**config.mk**
```make
export PLATFORM = sky130hd
export DESIGN_NAME = cartridge_bank_and_irq_mapper_top
export DESIGN_NICKNAME = d
export VERILOG_FILES = /design/src/cbim_pkg.sv /design/src/cartridge_bank_and_irq_mapper_top.sv /design/src/cbim_ctrl.sv /design/src/cbim_dpath.sv
export SDC_FILE = /design/constraint.sdc
export NUM_CORES = 1
export LEC_CHECK = 0
export ABC_CLOCK_PERIOD_IN_PS = 7200
export BUFFER_PORTS_ARGS = -buffer_cell sky130_fd_sc_hd__buf_2
export CELL_PAD_IN_SITES_DETAIL_PLACEMENT = 0
export CELL_PAD_IN_SITES_GLOBAL_PLACEMENT = 1
export CORE_MARGIN = 8
export CORE_UTILIZATION = 40
export CTS_CLUSTER_SIZE = 14
export DETAILED_ROUTE_END_ITERATION = 8
export GPL_ROUTABILITY_DRIVEN = 0
export PLACE_DENSITY = 0.69
export SYNTH_ARGS = -nofsm -noshare
export SYNTH_HDL_FRONTEND = slang
export SYNTH_SLANG_ARGS = --single-unit
export TNS_END_PERCENT = 10
```
**constraint.sdc**
```tcl
create_clock -name clk_i -period 7.2 [get_ports clk_i]
set_input_delay 0.72 -clock clk_i [delete_from_list [all_inputs] [get_ports clk_i]]
set_output_delay 0.72 -clock clk_i [all_outputs]
set_load 0.02 [all_outputs]
```
**src/cbim_pkg.sv**
```systemverilog
`timescale 1ns / 1ps
// ----------------------------------------------------------------------------
// cbim_pkg
// Shared types and constants of the cartridge bank and IRQ mapper.
// ----------------------------------------------------------------------------
package cbim_pkg;

  // Command codes of an input item.
  localparam logic [1:0] CMD_READ  = 2'd0;
  localparam logic [1:0] CMD_WRITE = 2'd1;
  localparam logic [1:0] CMD_TICK  = 2'd2;

  // Register selects, taken from address bits 1:0 of a write.
  localparam logic [1:0] REG_PAGE   = 2'd0;
  localparam logic [1:0] REG_MIRROR = 2'd1;
  localparam logic [1:0] REG_IRQ    = 2'd2;

  // Address map.
  localparam logic [15:0] WinBase  = 16'h6000;
  localparam logic [15:0] BankBase = 16'h8000;
  localparam logic [15:0] RegBase  = 16'hE000;

  // Reset value of the page count.
  localparam logic [8:0] PagesReset = 9'd16;

  // IRQ counter and prescaler.
  localparam logic [15:0] IrqCompare  = 16'h6000;
  localparam int unsigned PrescaleDiv = 3;

  // Division by the prescaler ratio as a multiply by a scaled reciprocal.
  // The estimate is exact for every sum of prescaler and tick count.
  localparam int unsigned RecipShift = 9;
  localparam int unsigned Recip      = (2 ** RecipShift + PrescaleDiv - 1) / PrescaleDiv;

  // Restoring remainder steps, one per bit of the written byte.
  localparam int unsigned DivSteps = 8;
  localparam int unsigned CntW     = $clog2(DivSteps);

  typedef struct packed {
    logic [1:0]  command;
    logic [15:0] bus_address;
    logic [7:0]  write_value;
    logic [7:0]  tick_cycles;
  } cbim_in_t;

  typedef struct packed {
    logic [20:0] rom_offset;
    logic        read_handled;
    logic        mirror_horizontal;
    logic        irq_line;
  } cbim_out_t;

  typedef enum logic [1:0] {
    ST_IDLE,
    ST_EXEC,
    ST_DIV
  } cbim_state_e;

  // Controller to datapath.
  typedef struct packed {
    logic load;
    logic exec;
    logic div_step;
    logic div_last;
  } cbim_cmd_t;

  // Datapath to controller.
  typedef struct packed {
    logic div_write;
  } cbim_sts_t;

endpackage

```
**src/cartridge_bank_and_irq_mapper_top.sv**
```systemverilog
`timescale 1ns / 1ps
// ----------------------------------------------------------------------------
// cartridge_bank_and_irq_mapper_top
// Cartridge mapper with an 8K ROM page window, a fixed last 32K bank,
// mirroring control and a prescaled IRQ counter.
// ----------------------------------------------------------------------------
// An item is taken into the exec state. For reads, ticks and most writes, done_o
// and the result are registered at the end of exec. A page select write runs
// the eight remainder steps after exec, and its result is registered at the end
// of the last step. A new item is not taken before the last one is through;
// busy is low again in the cycle of the strobe, so the next item can go then.
// Reset clears all mapper state and loads a page count of sixteen.
// Results cannot be stalled: done_o is shown for exactly one cycle.
// ----------------------------------------------------------------------------
module cartridge_bank_and_irq_mapper_top
  import cbim_pkg::*;
(
  input  logic       clk_i,
  input  logic       rst_ni,
  // Item channel: an item is taken at an edge with start high and busy low.
  input  logic       start,
  output logic       busy,
  input  cbim_in_t   item_i,
  // Result channel: one cycle strobe, no back pressure.
  output logic       done_o,
  output cbim_out_t  result_o,
  // Page count register write channel.
  input  logic       cfg_valid_i,
  output logic       cfg_ready_o,
  input  logic [8:0] cfg_data_i
);

  cbim_cmd_t cmd;
  cbim_sts_t sts;
  logic      ctrl_busy;

  // The controller owns sequencing; the datapath owns every piece of mapper
  // state and computes the result from the state as it stands after the item.
  cbim_ctrl u_ctrl (
    .clk_i   (clk_i),
    .rst_ni  (rst_ni),
    .start_i (start),
    .sts_i   (sts),
    .cmd_o   (cmd),
    .busy_o  (ctrl_busy)
  );

  cbim_dpath u_dpath (
    .clk_i      (clk_i),
    .rst_ni     (rst_ni),
    .item_i     (item_i),
    .cmd_i      (cmd),
    .sts_o      (sts),
    .cfg_we_i   (cfg_valid_i && cfg_ready_o),
    .cfg_data_i (cfg_data_i),
    .done_o     (done_o),
    .result_o   (result_o)
  );

  assign busy = ctrl_busy;

  // The page count is only taken while no item is in flight.
  assign cfg_ready_o = !ctrl_busy;

endmodule

```
**src/cbim_ctrl.sv**
```systemverilog
`timescale 1ns / 1ps
// ----------------------------------------------------------------------------
// cbim_ctrl
// Sequencer: takes an item, runs it in the exec state, and runs the remainder
// steps of a page select write.
// ----------------------------------------------------------------------------
module cbim_ctrl
  import cbim_pkg::*;
(
  input  logic      clk_i,
  input  logic      rst_ni,
  input  logic      start_i,
  input  cbim_sts_t sts_i,
  output cbim_cmd_t cmd_o,
  output logic      busy_o
);

  cbim_state_e state_q, state_d;
  logic [CntW-1:0] cnt_q, cnt_d;
  logic last_step;

  assign last_step = (cnt_q == CntW'(DivSteps - 1));

  always_ff @(posedge clk_i or negedge rst_ni) begin
    if (!rst_ni) begin
      state_q <= ST_IDLE;
      cnt_q   <= '0;
    end else begin
      state_q <= state_d;
      cnt_q   <= cnt_d;
    end
  end

  // Next state.
  always_comb begin
    state_d = state_q;
    cnt_d   = cnt_q;
    case (state_q)
      ST_IDLE: begin
        if (start_i) begin
          state_d = ST_EXEC;
        end
      end
      ST_EXEC: begin
        cnt_d = '0;
        if (sts_i.div_write) begin
          state_d = ST_DIV;
        end else begin
          state_d = ST_IDLE;
        end
      end
      ST_DIV: begin
        cnt_d = cnt_q + 1'b1;
        if (last_step) begin
          state_d = ST_IDLE;
        end
      end
      default: begin
        state_d = ST_IDLE;
      end
    endcase
  end

  // Outputs.
  always_comb begin
    cmd_o  = '0;
    busy_o = 1'b1;
    case (state_q)
      ST_IDLE: begin
        busy_o     = 1'b0;
        cmd_o.load = start_i;
      end
      ST_EXEC: begin
        cmd_o.exec = 1'b1;
      end
      ST_DIV: begin
        cmd_o.div_step = 1'b1;
        cmd_o.div_last = last_step;
      end
      default: begin
        busy_o = 1'b1;
      end
    endcase
  end

  a_exec_leaves: assert property (@(posedge clk_i) disable iff (!rst_ni)
    (state_q == ST_EXEC && !sts_i.div_write) |=> (state_q == ST_IDLE))
    else $error("plain item did not finish after one cycle");

  a_div_ends: assert property (@(posedge clk_i) disable iff (!rst_ni)
    (state_q == ST_DIV && last_step) |=> (state_q == ST_IDLE))
    else $error("remainder sequence overran its step count");

endmodule

```
**src/cbim_dpath.sv**
```systemverilog
`timescale 1ns / 1ps
// ----------------------------------------------------------------------------
// cbim_dpath
// Mapper state, address translation, IRQ counter and the serial remainder
// unit for page select writes.
// ----------------------------------------------------------------------------
module cbim_dpath
  import cbim_pkg::*;
(
  input  logic      clk_i,
  input  logic      rst_ni,
  input  cbim_in_t  item_i,
  input  cbim_cmd_t cmd_i,
  output cbim_sts_t sts_o,
  input  logic      cfg_we_i,
  input  logic [8:0] cfg_data_i,
  output logic      done_o,
  output cbim_out_t result_o
);

  cbim_in_t  item_q;
  cbim_out_t res_q, res_d;
  logic      done_q, done_d;

  logic [8:0]  pages_q;
  logic [7:0]  page_q, page_d;
  logic        mirror_q, mirror_d;
  logic        irq_on_q, irq_on_d;
  logic        raised_q, raised_d;
  logic [15:0] counter_q, counter_d;
  logic [1:0]  prescale_q, prescale_d;

  // Remainder unit.
  logic [8:0]  rem_q, rem_d;
  logic [7:0]  dvd_q, dvd_d;
  logic [9:0]  div_trial;
  logic        div_fit;
  logic [8:0]  rem_next;

  // Decode of the held item.
  logic is_read, is_write, is_tick, reg_hit;
  logic [6:0] banks, last_bank;

  // Tick arithmetic.
  logic [8:0]  tick_total;
  logic [17:0] tick_prod;
  logic [8:0]  tick_steps;
  logic [1:0]  tick_rem;
  logic [15:0] irq_gap;
  logic        irq_hit;

  logic finish;

  assign is_read  = (item_q.command == CMD_READ);
  assign is_write = (item_q.command == CMD_WRITE);
  assign is_tick  = (item_q.command == CMD_TICK);
  assign reg_hit  = is_write && (item_q.bus_address >= RegBase);

  assign sts_o.div_write = reg_hit && (item_q.bus_address[1:0] == REG_PAGE)
                           && (pages_q != 9'd0);

  assign banks     = pages_q[8:2];
  assign last_bank = (banks == 7'd0) ? 7'd0 : banks - 7'd1;

  assign tick_total = {7'd0, prescale_q} + {1'b0, item_q.tick_cycles};
  assign tick_prod  = 18'(tick_total) * 18'(Recip);
  assign tick_steps = tick_prod[RecipShift +: 9];
  assign tick_rem   = 2'(tick_total - 9'(tick_steps * 9'(PrescaleDiv)));
  // One less than the steps needed from the current count to reach the compare value.
  assign irq_gap    = IrqCompare - counter_q - 16'd1;
  assign irq_hit    = ({7'd0, tick_steps} > irq_gap);

  assign div_trial = {rem_q, dvd_q[7]};
  assign div_fit   = (div_trial >= {1'b0, pages_q});
  assign rem_next  = div_fit ? 9'(div_trial - {1'b0, pages_q}) : div_trial[8:0];

  assign finish = (cmd_i.exec && !sts_o.div_write) || cmd_i.div_last;

  // State updates.
  always_comb begin
    page_d     = page_q;
    mirror_d   = mirror_q;
    irq_on_d   = irq_on_q;
    raised_d   = raised_q;
    counter_d  = counter_q;
    prescale_d = prescale_q;
    rem_d      = rem_q;
    dvd_d      = dvd_q;
    if (cmd_i.exec) begin
      if (reg_hit) begin
        case (item_q.bus_address[1:0])
          REG_PAGE: begin
            page_d = 8'd0;
            rem_d  = 9'd0;
            dvd_d  = item_q.write_value;
            if (pages_q != 9'd0) begin
              page_d = page_q;
            end
          end
          REG_MIRROR: begin
            mirror_d = item_q.write_value[3];
          end
          REG_IRQ: begin
            irq_on_d = item_q.write_value[1];
            if (!item_q.write_value[1]) begin
              counter_d = 16'd0;
              raised_d  = 1'b0;
            end
          end
          default: begin
            page_d = page_q;
          end
        endcase
      end else if (is_tick && irq_on_q) begin
        counter_d  = counter_q + 16'(tick_steps);
        raised_d   = raised_q || irq_hit;
        prescale_d = tick_rem;
      end
    end
    if (cmd_i.div_step) begin
      rem_d = rem_next;
      dvd_d = {dvd_q[6:0], 1'b0};
      if (cmd_i.div_last) begin
        page_d = rem_next[7:0];
      end
    end
  end

  // Result from the state as it stands after the item.
  always_comb begin
    res_d                   = '0;
    res_d.mirror_horizontal = mirror_d;
    res_d.irq_line          = raised_d;
    if (is_read) begin
      if (item_q.bus_address >= BankBase) begin
        res_d.rom_offset   = {last_bank[5:0], item_q.bus_address[14:0]};
        res_d.read_handled = 1'b1;
      end else if (item_q.bus_address >= WinBase) begin
        res_d.rom_offset   = {page_q, item_q.bus_address[12:0]};
        res_d.read_handled = 1'b1;
      end
    end
    done_d = finish;
  end

  always_ff @(posedge clk_i or negedge rst_ni) begin
    if (!rst_ni) begin
      pages_q    <= PagesReset;
      page_q     <= '0;
      mirror_q   <= 1'b0;
      irq_on_q   <= 1'b0;
      raised_q   <= 1'b0;
      counter_q  <= '0;
      prescale_q <= '0;
      done_q     <= 1'b0;
    end else begin
      if (cfg_we_i) begin
        pages_q <= cfg_data_i;
      end
      page_q     <= page_d;
      mirror_q   <= mirror_d;
      irq_on_q   <= irq_on_d;
      raised_q   <= raised_d;
      counter_q  <= counter_d;
      prescale_q <= prescale_d;
      done_q     <= done_d;
    end
  end

  always_ff @(posedge clk_i) begin
    if (cmd_i.load) begin
      item_q <= item_i;
    end
    if (finish) begin
      res_q <= res_d;
    end
    rem_q <= rem_d;
    dvd_q <= dvd_d;
  end

  assign done_o   = done_q;
  assign result_o = res_q;

  a_raise_needs_on: assert property (@(posedge clk_i) disable iff (!rst_ni)
    raised_q |-> irq_on_q)
    else $error("IRQ raised while disabled");

  a_count_idle: assert property (@(posedge clk_i) disable iff (!rst_ni)
    !irq_on_q |-> (counter_q == 16'd0))
    else $error("IRQ counter moved while disabled");

  a_done_single: assert property (@(posedge clk_i) disable iff (!rst_ni)
    done_q |=> !done_q)
    else $error("result strobe held for two cycles");

endmodule
```
==> results.yml <==
status:
  run_status: "completed"
layout:
  n_antenna_cell: 0
  fill_cells: 1671
  area_growth_pct: 16.1
  finish.utilization: 0.468
  multi_input_area_sq_mm: 0.00353
  layout_commonest_cell: "ha_1"
  seqCellArea_sq_mm: 0.00334
  drive_gt1_frac: 0.168
  mostFrequentLayoutCells: "ha_1 (75), edfxtp_1 (74), buf_2 (73), inv_1 (70), nand2_1 (52)"
  nNetsFinal: 872
synthesis:
  netlist_instances: 649
  syn_area_sq_mm: 0.00717
  synth_edf_count: 74
  ys.warnings.count: 0
  syn_area_per_cell_sq_um: 11.1
  ys_ff_latch: 119
  synth-async-reset-ratio: 0.370
  synth-main-ff-cell: "edfxtp_1"
  syn_nets: 789
  yosysUniqueCellTypes: 62
  synth-seq-area-share: 0.466
die:
  die_w_um: 150
  start_util: 0.404
  dieArea_sq_mm: 0.0225
  chipHeight_um: 150
  num_rows: 49
  io_pins: 74
  core_area_sq_mm: 0.0178
placed_design:
  port_buffers: 73
  dp_hpwl_um: 12400
route:
  firstDrtPassIters: 4
  antenna_left: 0
  via_per_inst: 5.20
  drcViolationCount: 0
  wl_met2_um: 7990
  wl_per_cell_um: 16.4
  maxUsedRoutingLayer: "met4"
  m1WireLength_um: 7070
  vias: 5065
  wirelength_um: 16000
  met3_length_um: 628
  drt_iter0_drc: 258
sta:
  finalSetupTns_ns: 0
  fin_crit_ns: 6.67
  fmax_mhz: 150
  whs_ns: 0.479
  worst_pin_slew_ns: 1.12
  finalSetupViolCount: 0
  finalClockSkew_ns: 0.00729
  slew_violations: 0
  period_share: 0.927
  final_hold_viol_count: 0
  grt_setup_unrepaired: "false"
  slew_headroom: 0.252
clocking:
  postCtsSetupRepairBufs: 0
  cts-resized-gates: 0
  clk_pin_slew_ns: 0.05
  root_buffer: "clkbuf_16"
  clock-sinks: 119
  cts_buffer_depth: 2
  htree_levels: 4
  cts_tree: "built"
  insertion_delay_ns: 0.41
  holdBufCountCts: 0
  cts_buffers: 17
setup_path:
  startpoint_type: "flip-flop"
  crit_fanout: 5
  required_ns: 7.53
  worstSetupPathType: "reg -> reg"
  worst_setup_path_end_kind: "flip-flop"
  critPathArrivalTime_ns: 7.01
global_route:
  grt-ovfl-total: 0
  grt_first_pass_wirelength_um: 26600
  grt_pass1_vias: 5386
  antenna_found_initial: 0
  grt_max_degree: 45
  gr-usage-all-layers: 0.151
job:
  cap_violations: 0
min_path:
  hp-class: "in -> reg"
-- synthesized netlist by cell type, drive strengths merged, types with 6 or more instances --
master / count / area share
ha: 75 / 0.13
edfxtp: 74 / 0.31
inv: 70 / 0.037
nand2: 52 / 0.027
dfrtp: 43 / 0.15
nor2: 41 / 0.021
o21ai: 34 / 0.024
a21oi: 24 / 0.018
nor3: 20 / 0.014
fa: 18 / 0.050
xnor2: 17 / 0.021
and2: 14 / 0.012
nand3: 14 / 0.0098
mux2: 11 / 0.017
o21a: 11 / 0.012
nor2b: 10 / 0.0087
xor2: 10 / 0.012
a21o: 8 / 0.0084
clkbuf: 7 / 0.0037
o31ai: 7 / 0.0073
and3: 6 / 0.0052
nand4: 6 / 0.0061
o211ai: 6 / 0.0070
-- stage by stage --
stage / setup WS (ns) / cell area [sq um] / instances
6_report: 0.526 / 8330 / 974
4_1_cts: 0.517 / 8330 / 974
5_1_grt: 0.00851 / 8330 / 974
3_5_place_dp: 0.568 / 7790 / 942
2_1_floorplan: 1.17 / 7170 / 649
3_3_place_gp: 0.752 / 7790 / 942
-- cell families after synthesis --
| family | count (synthesis) | synth area share |
|---|---|---|
| buf+inv | 80 | 0.0431 |
| simple gates | 193 | 0.137 |
| flops | 119 | 0.466 |
| xor+xnor | 28 | 0.0361 |
| mux | 15 | 0.0228 |
| fa+ha+maj | 93 | 0.181 |
| compound gates | 121 | 0.113 |
-- layout make-up --
cell class              instances  share of cell area
well taps                     229              0.0344
flip-flops and latches        119               0.402
clock inverters                10             0.00992
multi-input cells             450               0.424
repair buffers                 73              0.0439
inverters                      71              0.0320
clock buffers                  22              0.0545
-- final timing paths --
check / slack (ns) / cells after the start / startpoint / to
worst max-delay path: 0.53 / 23 / u_dpath.prescale_q[1] / u_dpath.counter_q[15]
worst min-delay path: 0.48 / 1 / item_i[24] / u_dpath.item_q[24]
worst max register to register: 0.53 / 23 / u_dpath.prescale_q[1] / u_dpath.counter_q[15]
worst min register to register: 0.48 / 2 / u_dpath.counter_q[4] / u_dpath.counter_q[4]
max in group asynchronous: 6.01 / 1 / rst_ni / u_dpath.page_q[4]
min in group asynchronous: 0.52 / 1 / rst_ni / u_dpath.mirror_q
-- critical path, cell delays in order, from the launching register on --
cell and delay, ns:
dfrtp_1 0.40, ha_1 0.29, a21oi_1 0.09, nor3b_1 0.34, nand3_1 0.14, xnor2_1 0.49
ha_1 0.34, inv_1 0.08, fa_1 0.45, fa_1 0.55, inv_1 0.04, ha_1 0.31
a21o_1 0.18, a21oi_1 0.29, o21ai_0 0.20, o21a_1 0.23, or4b_1 0.45, o311ai_0 0.13
ha_1 0.36, o21a_1 0.24, a2111oi_2 0.56, nor4_1 0.14, xnor2_1 0.16, a31oi_1 0.14
-- sequential cells by signal, summed over array words and instances (netlist names) --
| signal | cells |
|---|---|
| u_dpath.counter_q | 16 |
| u_dpath.page_q | 8 |
| u_dpath.done_o | 1 |
| u_dpath.pages_q | 9 |
| u_dpath.item_q | 34 |
| u_dpath.mirror_q | 1 |
| u_dpath.dvd_q | 8 |
| u_dpath.rem_q | 9 |
| u_dpath.prescale_q | 2 |
| u_dpath.result_o | 24 |
| u_ctrl.cnt_q | 3 |
| u_dpath.irq_on_q | 1 |
| u_dpath.raised_q | 1 |
| u_ctrl.state_q | 2 |
-- layer usage --
| layer | global-route usage | vias to the layer above |
|---|---|---|
| li1 | - | 2492 |
| met1 | 0.180 | 2433 |
| met2 | 0.257 | 111 |
| met3 | 0.0336 | 29 |
| met4 | 0.0635 | 0 |
| met5 | 0 | - |
Power is left out: the tool's default activity adds up to more than one toggle a clock period on the data nets, which glitch-free logic cannot reach.
